$ cat config.mk
export PLATFORM = sky130hd
export DESIGN_NAME = ofd_judge
export DESIGN_NICKNAME = d
export VERILOG_FILES = /design/src/hw/rtl/ofd_pkg.sv /design/src/hw/rtl/ofd_judge.sv
export SDC_FILE = /design/constraint.sdc
export NUM_CORES = 1
export LEC_CHECK = 0
export BUFFER_PORTS_ARGS = -buffer_cell sky130_fd_sc_hd__buf_2
export CORE_UTILIZATION = 55
export CTS_CLUSTER_DIAMETER = 200
export DETAILED_ROUTE_END_ITERATION = 10
export MAX_ROUTING_LAYER = met4
export PLACE_DENSITY = 0.74
export SETUP_SLACK_MARGIN = 0.2
export SLEW_MARGIN = 20
export SYNTH_ARGS = -nofsm -noshare
export SYNTH_HDL_FRONTEND = slang
export SYNTH_SLANG_ARGS = --single-unit
$ cat constraint.sdc
create_clock -name i_clk -period 18.7 [get_ports i_clk]
set_clock_uncertainty 0.05 [all_clocks]
set_input_delay 0.935 -clock i_clk [delete_from_list [all_inputs] [get_ports i_clk]]
set_output_delay 0.935 -clock i_clk [all_outputs]
set_load 0.005 [all_outputs]
$ cat src/hw/rtl/ofd_pkg.sv
// ----------------------------------------------------------------------------
// ofd_pkg: shared definitions for the occupancy frontier detector
// Field widths, register indexes, cell classes and the cell classifier.
// ----------------------------------------------------------------------------
`default_nettype none

package ofd_pkg;

    // field and register widths
    localparam int CFG_W     = 11;
    localparam int CFG_IDX_W = 2;
    localparam int CELL_W    = 8;
    localparam int IDX_W     = 20;

    // default map limits and register reset value
    localparam int DEF_MAX_WIDTH  = 1024;
    localparam int DEF_MAX_HEIGHT = 1024;
    localparam int GRID_DIM_RESET = 1024;

    // register indexes
    localparam logic [CFG_IDX_W-1:0] REG_GRID_WIDTH  = 2'd0;
    localparam logic [CFG_IDX_W-1:0] REG_GRID_HEIGHT = 2'd1;

    // cell classes kept in the line store
    localparam int CLS_W   = 2;
    localparam int ENTRY_W = 2 * CLS_W;

    typedef logic [CLS_W-1:0]   t_cls;
    typedef logic [ENTRY_W-1:0] t_entry;

    localparam t_cls CLS_KNOWN    = 2'd0;
    localparam t_cls CLS_UNKNOWN  = 2'd1;
    localparam t_cls CLS_OCCUPIED = 2'd2;

    // raw occupancy codes
    localparam logic [CELL_W-1:0] CELL_UNKNOWN  = 8'hFF;
    localparam logic [CELL_W-1:0] CELL_OCCUPIED = 8'd100;

    // map a raw occupancy value to its class
    function automatic t_cls classify(input logic [CELL_W-1:0] value);
        t_cls cls;
        if (value == CELL_UNKNOWN) begin
            cls = CLS_UNKNOWN;
        end else if (value == CELL_OCCUPIED) begin
            cls = CLS_OCCUPIED;
        end else begin
            cls = CLS_KNOWN;
        end
        return cls;
    endfunction

endpackage

`default_nettype wire

$ cat src/hw/rtl/ofd_judge.sv
// ----------------------------------------------------------------------------
// ofd_judge: frontier decision stage and result register
// Holds the cell whose line-store reads are in flight, judges the cell above
// it, writes the shifted classes back and registers the result.
// ----------------------------------------------------------------------------
`default_nettype none

module ofd_judge #(
    parameter int MAX_WIDTH  = ofd_pkg::DEF_MAX_WIDTH,
    parameter int MAX_HEIGHT = ofd_pkg::DEF_MAX_HEIGHT,
    localparam int XW = $clog2(MAX_WIDTH),
    localparam int YW = $clog2(MAX_HEIGHT),
    localparam int WW = $clog2(MAX_WIDTH + 1)
) (
    input  wire logic                     i_clk,
    input  wire logic                     i_rst_n,
    // accepted cell
    input  wire logic                     i_accept,
    input  wire logic [XW-1:0]            i_col,
    input  wire logic [YW-1:0]            i_row,
    input  wire ofd_pkg::t_cls            i_cls,
    // line store
    input  wire ofd_pkg::t_entry          i_rd_a,
    input  wire ofd_pkg::t_entry          i_rd_b,
    output logic                          o_wr_en,
    output logic [XW-1:0]                 o_wr_addr,
    output ofd_pkg::t_entry               o_wr_data,
    // map size
    input  wire logic [WW-1:0]            i_w_eff,
    input  wire logic [XW-1:0]            i_w_m1,
    input  wire logic [YW-1:0]            i_h_m1,
    // flow control
    output logic                          o_in_stall,
    input  wire logic                     i_out_stall,
    // result
    output logic                          o_out_valid,
    output logic [ofd_pkg::IDX_W-1:0]     o_cell_index,
    output logic                          o_is_frontier,
    output logic                          o_last_of_map
);
    import ofd_pkg::*;

    logic              r_s1_valid;
    logic [XW-1:0]     r_s1_col;
    logic [YW-1:0]     r_s1_row;
    t_cls              r_s1_cls;
    t_cls              r_left;

    logic              r_out_valid;
    logic [IDX_W-1:0]  r_cell_index;
    logic              r_is_frontier;
    logic              r_last_of_map;

    logic              s1_adv;
    t_cls              center, up, right, left, down;
    logic [YW-1:0]     jy;
    logic              border, occ, unk;
    logic              n_frontier, n_last, n_emit;
    logic [IDX_W-1:0]  prod;
    logic [IDX_W-1:0]  n_index;

    // stage advances when the result register is free or being taken
    assign s1_adv     = r_s1_valid && (!r_out_valid || !i_out_stall);
    assign o_in_stall = r_s1_valid && !s1_adv;

    // 4-neighbourhood of the judged cell
    always_comb begin
        center = i_rd_a[CLS_W-1:0];
        up     = i_rd_a[ENTRY_W-1:CLS_W];
        right  = i_rd_b[CLS_W-1:0];
        left   = r_left;
        down   = r_s1_cls;
    end

    // frontier test and result fields
    always_comb begin
        jy     = r_s1_row - YW'(1);
        n_emit = (r_s1_row != '0);
        border = (r_s1_col == '0) || (r_s1_col >= i_w_m1) ||
                 (jy == '0) || (jy >= i_h_m1);
        occ    = (left == CLS_OCCUPIED) || (right == CLS_OCCUPIED) ||
                 (up == CLS_OCCUPIED) || (down == CLS_OCCUPIED);
        unk    = (left == CLS_UNKNOWN) || (right == CLS_UNKNOWN) ||
                 (up == CLS_UNKNOWN) || (down == CLS_UNKNOWN);
        n_frontier = !border && (center != CLS_UNKNOWN) && !occ && unk;
        n_last     = (r_s1_row >= i_h_m1) && (r_s1_col >= i_w_m1);
        prod       = IDX_W'(jy) * IDX_W'(i_w_eff);
        n_index    = prod + IDX_W'(r_s1_col);
    end

    // shift the column's classes down one row
    assign o_wr_en   = s1_adv;
    assign o_wr_addr = r_s1_col;
    assign o_wr_data = {center, r_s1_cls};

    // decision stage control
    always_ff @(posedge i_clk) begin
        if (!i_rst_n) begin
            r_s1_valid <= 1'b0;
        end else if (i_accept) begin
            r_s1_valid <= 1'b1;
        end else if (s1_adv) begin
            r_s1_valid <= 1'b0;
        end
    end

    // decision stage payload
    always_ff @(posedge i_clk) begin
        if (i_accept) begin
            r_s1_col <= i_col;
            r_s1_row <= i_row;
            r_s1_cls <= i_cls;
        end
        if (s1_adv) begin
            r_left <= center;
        end
    end

    // result register control
    always_ff @(posedge i_clk) begin
        if (!i_rst_n) begin
            r_out_valid <= 1'b0;
        end else if (s1_adv) begin
            r_out_valid <= n_emit;
        end else if (!i_out_stall) begin
            r_out_valid <= 1'b0;
        end
    end

    // result register payload
    always_ff @(posedge i_clk) begin
        if (s1_adv) begin
            r_cell_index  <= n_index;
            r_is_frontier <= n_frontier;
            r_last_of_map <= n_last;
        end
    end

    assign o_out_valid   = r_out_valid;
    assign o_cell_index  = r_cell_index;
    assign o_is_frontier = r_is_frontier;
    assign o_last_of_map = r_last_of_map;

endmodule

`default_nettype wire

After elaboration in Yosys (flattened, before gate mapping)
Index checks and enable logic that the tools add are counted.

Register bits after elaboration: 48. Output and inout bits: 39. Input port bits: 65. Logic and storage cells: 54.

$mul: 1. Equal/unequal tests: 10. Order comparisons: 3. Reduce and logical (&&, ||, !) cells: 25. Add/sub/neg operators: 2. Mux-type cells: 4.

Operators by type and width (count): $ge 10x10->1 (3); $add 20x10->20 (1); $logic_not 10->1 (2); $mul 10x11->20 (1); $logic_or 1x1->1 (10); $reduce_bool 10->1 (1); $sub 10x1->10 const B (1); $eq 2x1->1 const B (4); $eq 2x2->1 const B (4); $logic_and 1x1->1 (6); $logic_not 1->1 (5); $mux 1 (4); $ne 2x1->1 const B (2); $reduce_bool 2->1 (1).

Logic depth before layout (Yosys ltp)
Gate-level depths: netlist (run 1).

Word-level depth: 8. Mapped depth: 25. Depth with buffers taken out: 23.

Least setup slack after synthesis (run 1)
Ideal clock, no wire load.

Path type: register -> register. From: reg r_s1_row[0]. To: reg r_cell_index[18], in the netlist o_cell_index[18], data pin. Library setup time: 0.270 ns. Required time: 18.380 ns. Setup slack: 12.371 ns. Cell stages (with the launch flop): 25. Data arrival time: 6.009 ns. Clock period less this slack: 6.329 ns. Buffers on the path: 3. Path through: edfxtp_1 -> clkbuf_1 -> inv_1 -> ha_1 -> or3b_4 -> nor3_4 -> xor2_2 -> buf_6 -> nand2_1 -> fa_1 -> fa_1 -> inv_1 -> fa_1 -> fa_1 -> inv_1 -> fa_1 -> inv_1 -> ha_1 -> clkbuf_1 -> and3_1 -> a31oi_1 -> nand3_1 -> o2111ai_1 -> a311oi_1 -> xor2_1.

Word-level cells in the longest chain between the ends: 3.

RTL lines: start, declared (RTL line ofd_judge.sv:45) `logic [YW-1:0] r_s1_row;`; start signal, assigned (RTL line ofd_judge.sv:111) `r_s1_row <= i_row;`; $sub 10x1->10 (RTL line ofd_judge.sv:77) `jy = r_s1_row - YW'(1);`; $mul 10x11->20 (RTL line ofd_judge.sv:87) `prod = IDX_W'(jy) * IDX_W'(i_w_eff);`; $add 20x10->20 (RTL line ofd_judge.sv:88) `n_index = prod + IDX_W'(r_s1_col);`; named net n_index[18] (RTL line ofd_judge.sv:60) `logic [IDX_W-1:0] n_index;`; end signal, assigned (RTL line ofd_judge.sv:133) `r_cell_index <= n_index;`; end, declared (RTL line ofd_judge.sv:50) `logic [IDX_W-1:0] r_cell_index;`.

The timed path passes the listed nets, and every way through them passes these cells. A chain may end at the register's enable or synchronous reset.

Worst setup path after layout (run 1)
Same ends and word-level chain as after synthesis.

==> flow_summary.json, run 1 <==
{
  "hold_violations": 0,
  "gp_congestion": 0.868,
  "netlist_area_sq_mm": 0.00647,
  "power_density_mw_per_mm2": 164,
  "die_x_um": 110,
  "setup_tns_ns": 0,
  "setup-violations-final": 0,
  "yosys.cell_count.top_type": "inv_1",
  "drive_above_1_share_pct": 16.7,
  "route.top_layer_used": "met4",
  "grt_pass1_wl_um": 23500,
  "tightestPinTransition_ns": 1.09,
  "synth_top_cells_by_area": "fa_1, edfxtp_1, ha_1, inv_1, nand2_1",
  "slew_viol_final": 0,
  "place_area_sq_mm": 0.00707,
  "ant_nets": 0,
  "netlist_top_cells_count": "inv_1, ha_1, fa_1",
  "syn_nets": 896,
  "ys.flop_type": "edfxtp_1",
  "wl_um": 13500,
  "wl_per_cell_um": 15.1,
  "wl_met2_um": 6740,
  "nFillCells": 982,
  "drt_iter0_markers": 183,
  "grt_pass1_vias": 5192,
  "synth_edf_count": 46,
  "vias": 4826,
  "slew_headroom_pct": 26.8,
  "die_area_sq_mm": 0.0122,
  "cts_tree": "yes",
  "finalCriticalPeriod_ns": 7.38,
  "numCtsBuffers": 5,
  "clk_latency_ns": 0.30,
  "clkTransAtPathRegs_ns": 0.07,
  "synth_top_area_share_pct": 24.5,
  "ctsResizeCount": 0,
  "placementRows": 39,
  "async_flop_share_pct": 0,
  "netlist_instances": 663,
  "reg2reg_to": "o_cell_index[18]",
  "cts-root-buf": "clkbuf_16",
  "syn_to_final_growth_pct": 12.3,
  "setup_slack_ns": 11.32,
  "fin_nets": 985,
  "ir_worst_vdd_mv": 0.190,
  "first_pass_iters": 4,
  "h-tree-depth": 2,
  "dr_wl_met3_um": 663,
  "syn_area_per_cell_sq_um": 9.75,
  "arrival_ns": 7.36,
  "hp-class": "reg -> reg",
  "ios": 104,
  "grt_setup_unrepaired": "false",
  "cp-start-kind": "register",
  "port_buffers": 101,
  "clockBufferDepth": 2,
  "worstPathMaxFanout": 13,
  "hold_ws_ns": 0.472,
  "dpl_worst_slack_ns": 11.37,
  "initial_utilization_pct": 56.6,
  "multi_input_area_sq_mm": 0.00435,
  "r2r_start": "r_s1_row[0]",
  "ys_seq_area_share_pct": 22.0,
  "holdPathStages": 2,
  "antenna_found_initial": 0,
  "grt_usage_pct": 24.7,
  "end_kind": "register",
  "grt_max_degree": 25,
  "ff_latch_area_sq_mm": 0.00142,
  "hpwl_um": 11200,
  "ys_warn_count": 0,
  "post-route-period-util_pct": 39.5,
  "reg2reg_depth": 19,
  "cts.sinks": 48,
  "outcome": "finished, final reports clean",
  "viasPerCell": 5.39,
  "synth-seq-cells": 48,
  "grt_overflow_total": 0,
  "postCtsSetupRepairBufs": 0,
  "final_area_sq_mm": 0.00726,
  "critical_path_class": "reg -> reg",
  "drc": 0,
  "rrSetupSlack_ns": 11.32,
  "met1Wirelength_um": 5830,
  "power.leakage_nw": 3.79,
  "final_util_pct": 63.6,
  "hp-start": "r_s1_valid",
  "synth_top_area_cell": "fa_1",
  "holdBufCountCts": 0,
  "worstPathRequired_ns": 18.69,
  "core-area_sq_mm": 0.0114,
  "die_h_um": 110,
  "min_to": "o_out_valid",
  "synth_cell_types": 56,
  "antenna_cells": 0,
  "fmax_mhz": 136,
  "cap_violations": 0
}
routing by layer:
layer / global-route usage (%) / up-vias
li1: - / 2280
met1: 30.6 / 2377
met2: 41.9 / 138
met3: 2.85 / 31
met4: 8.53 / 0
met5: - / -
power breakdown:
group          switching (mW)  internal (mW)  total [mW]
Combinational           0.488          0.380       0.867
Clock                  0.0440         0.0772       0.121
Sequential            0.00904          0.191       0.201
Total                   0.541          0.648        1.19
cell type report:
| type | count | area share [%] |
|---|---|---|
| clock buffer | 5 | 1.72 |
| clock inverter | 3 | 0.948 |
| inverter | 154 | 7.96 |
| multi-input combinational | 438 | 60.0 |
| sequential | 48 | 19.6 |
| tap | 143 | 2.46 |
| timing repair buffer | 105 | 7.38 |
through the flow:
step / instances / power (mW)
2_1_floorplan: 663 / 0.877
4_1_cts: 896 / 1.19
3_3_place_gp: 888 / 1.02
6_report: 896 / 1.19
3_5_place_dp: 888 / 1.06
5_1_grt: 896 / 1.33
state kept, by name, indices dropped and copies added (netlist names):
register,flops
o_out_valid,1
r_s1_row,10
o_last_of_map,1
r_s1_valid,1
o_cell_index,20
o_is_frontier,1
o_wr_addr,10
left,2
down,2
cell usage in the layout (no fill, tap or decap), types with 5 or more instances in the layout:
cell type and count:
ha_1 89, clkbuf_16 5, and2_1 39, a21o_1 6
o21ai_0 9, nor2_1 10, buf_2 101, xor2_1 11
fa_1 79, inv_1 153, nand2b_1 5, a21oi_1 14
o21a_1 7, nor2b_1 15, xnor2_1 13, edfxtp_1 46
and2_2 7, nor3_1 5, nand2_1 68
critical path, stage by stage, from the launching register on:
cell	delay [ns]
edfxtp_1	0.63
or3_1	0.56
nor3_1	0.37
xor2_1	0.89
nand2_1	0.21
fa_1	0.55
fa_1	0.54
inv_1	0.06
fa_1	0.51
fa_1	0.54
inv_1	0.05
fa_1	0.52
inv_1	0.04
ha_1	0.37
and3_1	0.24
a31oi_1	0.22
nand3_1	0.12
o2111ai_1	0.28
a311oi_1	0.17
xor2_1	0.17
kinds of logic after synthesis:
| kind of cell | share of synthesized area, % |
|---|---|
| simple gates | 14.6 |
| mux | 0.155 |
| xor+xnor | 3.50 |
| flops | 22.0 |
| buf+inv | 10.7 |
| fa+ha+maj | 41.8 |
| compound gates | 7.26 |
how the worst max path moves through the flow:
stage / start / end / slack (ns) / cells past startpoint
after floorplan: r_s1_row[0] / o_cell_index[18] / 12.37 / 24
after global placement: r_s1_row[0] / o_cell_index[18] / 11.59 / 19
after detailed placement: r_s1_row[0] / o_cell_index[18] / 11.37 / 19
after global routing: r_s1_row[0] / o_cell_index[18] / 10.95 / 19
after CTS: r_s1_row[0] / o_cell_index[18] / 11.34 / 19
final: r_s1_row[0] / o_cell_index[18] / 11.32 / 19
No activity file was read; power rests on OpenSTA's default activity.
==> run 2, diff against run 1 <==
--- a/config.mk
+++ b/config.mk
@@ -5,6 +5,7 @@
 export SDC_FILE = /design/constraint.sdc
 export NUM_CORES = 1
 export LEC_CHECK = 0
+export ABC_AREA = 1
 export BUFFER_PORTS_ARGS = -buffer_cell sky130_fd_sc_hd__buf_2
 export CORE_UTILIZATION = 55
 export CTS_CLUSTER_DIAMETER = 200
==> constraint.sdc (replaced) <==
create_clock -name i_clk -period 7.2 [get_ports i_clk]
set_clock_uncertainty 0.05 [all_clocks]
set_input_delay 0.36 -clock i_clk [delete_from_list [all_inputs] [get_ports i_clk]]
set_output_delay 0.36 -clock i_clk [all_outputs]
set_load 0.005 [all_outputs]
==> run 2 against run 1 <==
  * The run now ends with design-rule violations left
  * Register-to-register slack worse by 11 ns
  * Final area increased by 1.3%
  * Sequential power rose to 2.6 times the previous value
  * Setup slack worse by 11 ns
==> flow_summary.json, run 2 <==
{
  "outcome": "complete, but fails checks",
  "violations": "design-rule violations",
  "grt_max_degree": 27,
  "syn_to_final_growth_pct": 12.5,
  "r2r_start": "r_s1_row[0]",
  "setup-violations-final": 0,
  "ys_seq_area_share_pct": 21.7,
  "slowest_delay_ns": 0.69,
  "cp-start-kind": "register",
  "worstPathMaxFanout": 13,
  "busiest_layer": "met2",
  "final_util_pct": 63.9,
  "grt_pass1_wl_um": 24100,
  "layout_commonest_cell": "inv_1",
  "nFillCells": 1019,
  "met3_usage_pct": 3.44,
  "die_x_um": 111,
  "clockBufferDepth": 2,
  "setup_tns_ns": 0,
  "numCtsBuffers": 5,
  "cts-root-buf": "clkbuf_16",
  "ant_nets": 0,
  "grt_setup_unrepaired": "false",
  "wl_um": 14000,
  "drc": 12,
  "grt_overflow_total": 0,
  "crit_top_cell": "nand2_1",
  "ir_worst_vdd_mv": 0.341,
  "cap_violations": 0,
  "grt_usage_pct": 25.8,
  "hp-class": "in -> reg",
  "netlist_area_sq_mm": 0.00654,
  "synth_top_cells_by_area": "fa_1, edfxtp_1, ha_1, inv_1, nand2_1",
  "ios": 104,
  "met1_usage_pct": 33.9,
  "layout_common_cells": "inv_1, nand2_1, buf_2",
  "largest_register_ffs": 20,
  "cts.sinks": 48,
  "die_area_sq_mm": 0.0123,
  "syn_nets": 1003,
  "ys.flop_type": "edfxtp_1",
  "fin_nets": 1106,
  "synth_top_area_share_pct": 24.2,
  "drt_iter0_markers": 414,
  "synth_cell_types": 41,
  "slew_headroom_pct": 63.4,
  "port_buffers": 101,
  "synth-seq-cells": 48,
  "initial_utilization_pct": 56.8,
  "power_density_mw_per_mm2": 418,
  "drive_above_1_share_pct": 14.5,
  "hp-start": "i_col[7]",
  "wl_per_cell_um": 13.8,
  "place_area_sq_mm": 0.00720,
  "hpwl_um": 11600,
  "viasPerCell": 5.08,
  "critical_path_class": "reg -> reg",
  "antenna_found_initial": 0,
  "cts_tree": "yes",
  "cp_slowest_cell": "edfxtp_1",
  "h-tree-depth": 2,
  "worstPathRequired_ns": 7.22,
  "use_met2_pct": 41.6,
  "placementRows": 39,
  "final_area_sq_mm": 0.00735,
  "grt_pass1_vias": 5060,
  "gp_congestion": 0.879,
  "clkTransAtPathRegs_ns": 0.07,
  "dpl_worst_slack_ns": 0.835,
  "fmax_mhz": 155,
  "end_kind": "register",
  "ys_warn_count": 0,
  "syn_area_per_cell_sq_um": 8.49,
  "tightestPinTransition_ns": 0.549,
  "ctsResizeCount": 0,
  "clk_latency_ns": 0.30,
  "arrival_ns": 6.45,
  "async_flop_share_pct": 0,
  "synth_edf_count": 46,
  "finalCriticalPeriod_ns": 6.44,
  "core-area_sq_mm": 0.0115,
  "antenna_cells": 0,
  "vias": 5165,
  "holdBufCountCts": 0,
  "netlist_top_cells_count": "inv_1, nand2_1, ha_1",
  "synth_top_area_cell": "fa_1",
  "die_h_um": 111,
  "slew_viol_final": 0,
  "power.leakage_nw": 4.09,
  "setup_slack_ns": 0.761,
  "postCtsSetupRepairBufs": 0,
  "hold_violations": 0,
  "crit_start": "r_s1_row[0]",
  "yosys.cell_count.top_type": "inv_1",
  "first_pass_iters": 9,
  "netlist_instances": 770,
  "post-route-period-util_pct": 89.4
}
run 2: cells by family after synthesis:
| logic type | after synthesis | synth area share (%) |
|---|---|---|
| AOI/OAI and AO/OA | 58 | 5.44 |
| xor gates and xnor gates | 18 | 2.41 |
| adders and majority gates | 168 | 41.2 |
| buffers and inverters | 206 | 12.1 |
| DFF | 48 | 21.7 |
| and+or+nand+nor | 272 | 17.1 |
run 2: power breakdown:
group          leakage [nW]  internal (mW)  total (mW)  switching, mW
Sequential            0.458          0.496       0.520         0.0243
Clock                0.0741          0.139       0.249          0.110
Combinational          3.56          0.916        2.30           1.39
run 2: per-stage QoR:
step | power, mW | cells | hold WS (ns)
2_1_floorplan | 2.30 | 770 | 0.409
3_3_place_gp | 2.77 | 1009 | 0.481
3_5_place_dp | 2.79 | 1009 | 0.483
4_1_cts | 3.08 | 1017 | 0.172
5_1_grt | 3.48 | 1017 | 0.167
6_report | 3.07 | 1017 | 0.177
run 2: worst paths after layout:
check | endpoint | slack, ns | cells past startpoint
min reg2reg | o_out_valid | 0.49 | 2
min | o_wr_addr[7] | 0.18 | 1
max reg2reg | o_cell_index[19] | 0.76 | 25
max | o_cell_index[19] | 0.76 | 25
run 2: per-layer routing:
metal  part of all wire [%]  up-vias
met3                    5.2       24
met4                    2.4        0
met1                     46     2430
li1                       -     2566
met5                      0        -
met2                     47      145
run 2: layout make-up:
cell class	instances	area (sq um)	area share, %
repair buffers	102	513	6.98
flip-flops and latches	48	1420	19.3
clock buffers	7	143	1.94
well taps	143	179	2.43
multi-input cells	516	4340	59.0
clock inverters	1	8.76	0.119
inverters	200	751	10.2
run 2: worst max-delay path, delay by kind of cell, from the launching register on:
kind	cells	cell delay (ns)
compound gates	1	0.20
simple gates	10	1.24
flops	1	0.69
fa+ha+maj	7	3.17
buf+inv	7	0.82
==> run 3, diff against run 2 <==
--- a/config.mk
+++ b/config.mk
@@ -8,10 +8,12 @@
 export ABC_AREA = 1
 export BUFFER_PORTS_ARGS = -buffer_cell sky130_fd_sc_hd__buf_2
 export CORE_UTILIZATION = 55
+export CTS_BUF_LIST = sky130_fd_sc_hd__clkbuf_16
 export CTS_CLUSTER_DIAMETER = 200
 export DETAILED_ROUTE_END_ITERATION = 10
+export GPL_ROUTABILITY_DRIVEN = 0
 export MAX_ROUTING_LAYER = met4
-export PLACE_DENSITY = 0.74
+export PLACE_DENSITY_LB_ADDON = 0.25
 export SETUP_SLACK_MARGIN = 0.2
 export SLEW_MARGIN = 20
 export SYNTH_ARGS = -nofsm -noshare
==> run 3 against run 2 <==
  * The flow still finishes with violations (design-rule violations)
  * Routed wire length rose by 1.2%
  * Final cell count about the same
  * Count of clock-buffer cells in the layout shrank 2
  * Global-route usage grew 0.16 points
  * Fmax is 4.1% higher
  * Setup slack better by 0.25 ns
  * Register-to-register slack gained 0.25 ns
  * Critical path depth up 2
  * Core utilization grew 0.39 points
  * First-iteration DRC count shrank 0.48%
  * Sequential cell count is the same
  * Combinational power about the same
  * Critical path type unchanged
==> flow_summary.json, run 3 (synthesis results as in run 2) <==
{
  "ir_worst_vdd_mv": 0.378,
  "cts-root-buf": "clkbuf_16",
  "cp.buffers_inverters": 8,
  "drive_above_1_share_pct": 14.6,
  "tightestPinTransition_ns": 0.518,
  "power.leakage_nw": 4.11,
  "final_area_sq_mm": 0.00740,
  "first_pass_iters": 8,
  "critical_path.top_delay_family": "adder cells",
  "die_x_um": 111,
  "finalPower_mw": 3.14,
  "grt_pass1_wl_um": 24200,
  "setup_tns_ns": 0,
  "slew_headroom_pct": 65.4,
  "fmax_mhz": 162,
  "hpwl_um": 11500,
  "grt_usage_pct": 25.9,
  "viasPerCell": 5.15,
  "ant_nets": 0,
  "clkTransAtPathRegs_ns": 0.07,
  "setup-violations-final": 0,
  "fin_nets": 1107,
  "p_comb_share_pct": 73.6,
  "power.share.clock_pct": 9.9,
  "clockBufferDepth": 2,
  "internal_power_mw": 1.61,
  "post-route-period-util_pct": 85.9,
  "crit_top_cell": "inv_1",
  "hold_ws_ns": 0.176,
  "final_util_pct": 64.2,
  "finalCriticalPeriod_ns": 6.18,
  "drt_iter0_markers": 412,
  "layout_commonest_cell": "inv_1",
  "final_cells": 1018,
  "cp-start-kind": "register",
  "ff_latch_area_sq_mm": 0.00142,
  "syn_to_final_growth_pct": 13.2,
  "vias": 5238,
  "arrival_ns": 6.20,
  "initial_utilization_pct": 56.8,
  "largest_register_ffs": 20,
  "netSwitchingFraction_pct": 48.8,
  "cts_tree": "yes",
  "critical_path_class": "reg -> reg",
  "cts.sinks": 48,
  "slew_viol_final": 0,
  "worstPathMaxFanout": 13,
  "rrSetupSlack_ns": 1.02,
  "antenna_cells": 0,
  "ios": 104,
  "antenna_found_initial": 0,
  "setup_slack_ns": 1.02,
  "core-area_sq_mm": 0.0115,
  "p_sw_mw": 1.53,
  "clk_latency_ns": 0.30,
  "power_density_mw_per_mm2": 424,
  "wl_per_cell_um": 13.9,
  "port_buffers": 101,
  "outcome": "complete, but fails checks",
  "die_area_sq_mm": 0.0123,
  "grt_setup_unrepaired": "false",
  "place_area_sq_mm": 0.00721,
  "h-tree-depth": 2,
  "violations": "design-rule violations",
  "layout_common_cells": "inv_1, nand2_1, buf_2",
  "nFillCells": 1010,
  "hold_violations": 0,
  "end_kind": "register",
  "numCtsBuffers": 5,
  "die_h_um": 111,
  "cp_slowest_cell": "fa_1",
  "dpl_worst_slack_ns": 1.04,
  "wl_um": 14100,
  "grt_pass1_vias": 5215,
  "multi_input_area_sq_mm": 0.00434,
  "worstPathRequired_ns": 7.22,
  "grt_max_degree": 27,
  "postCtsSetupRepairBufs": 0,
  "slowest_delay_ns": 0.56,
  "placementRows": 39,
  "hp-class": "in -> reg",
  "ctsResizeCount": 0,
  "drc": 10,
  "cap_violations": 0,
  "seqPwrFrac_pct": 16.6,
  "grt_overflow_total": 0,
  "holdBufCountCts": 0,
  "place_inst": 1010
}
==> run 3: cell count changes in the layout (fill, tap and decap cells not counted) <==
cell,before,now
clkbuf_1,1,0
bufinv_16,0,2
buf_4,1,2
inv_1,198,199
clkinv_4,1,0
clkbuf_8,1,0
==> run 3: layout make-up <==
class / count / share of cell area (%)
Clock inverter: 3 / 0.863
Sequential cell: 48 / 19.2
Inverter: 200 / 10.1
Timing Repair Buffer: 103 / 7.04
Clock buffer: 5 / 1.69
Multi-Input combinational cell: 516 / 58.6
Tap cell: 143 / 2.42
==> run 3: final timing paths <==
path / cells after the start / start / end
worst max-delay path: 27 / r_s1_row[0] / o_cell_index[19]
worst max register to register: 27 / r_s1_row[0] / o_cell_index[19]
worst min register to register: 2 / o_out_valid / o_out_valid
worst min-delay path: 1 / i_col[0] / o_wr_addr[0]
==> run 3: power by group through the flow <==
stage / Sequential (mW) / Clock (mW) / Combinational [mW]
after floorplan: 0.532 / 0 / 1.77
after global placement: 0.524 / 0 / 2.24
after detailed placement: 0.526 / 0 / 2.26
after CTS: 0.520 / 0.315 / 2.31
after global routing: 0.526 / 0.327 / 2.67
final: 0.519 / 0.309 / 2.31
==> run 3: routing by layer <==
| layer | global-route usage (%) | vias to the layer above | wire length, um | part of all wire [%] |
|---|---|---|---|---|
| li1 | - | 2561 | - | - |
| met1 | 32.7 | 2475 | 6030 | 43 |
| met2 | 43.6 | 179 | 6910 | 49 |
| met3 | 4.05 | 23 | 925 | 6.5 |
| met4 | 7.21 | 0 | 279 | 2.0 |
| met5 | - | - | 0 | 0 |
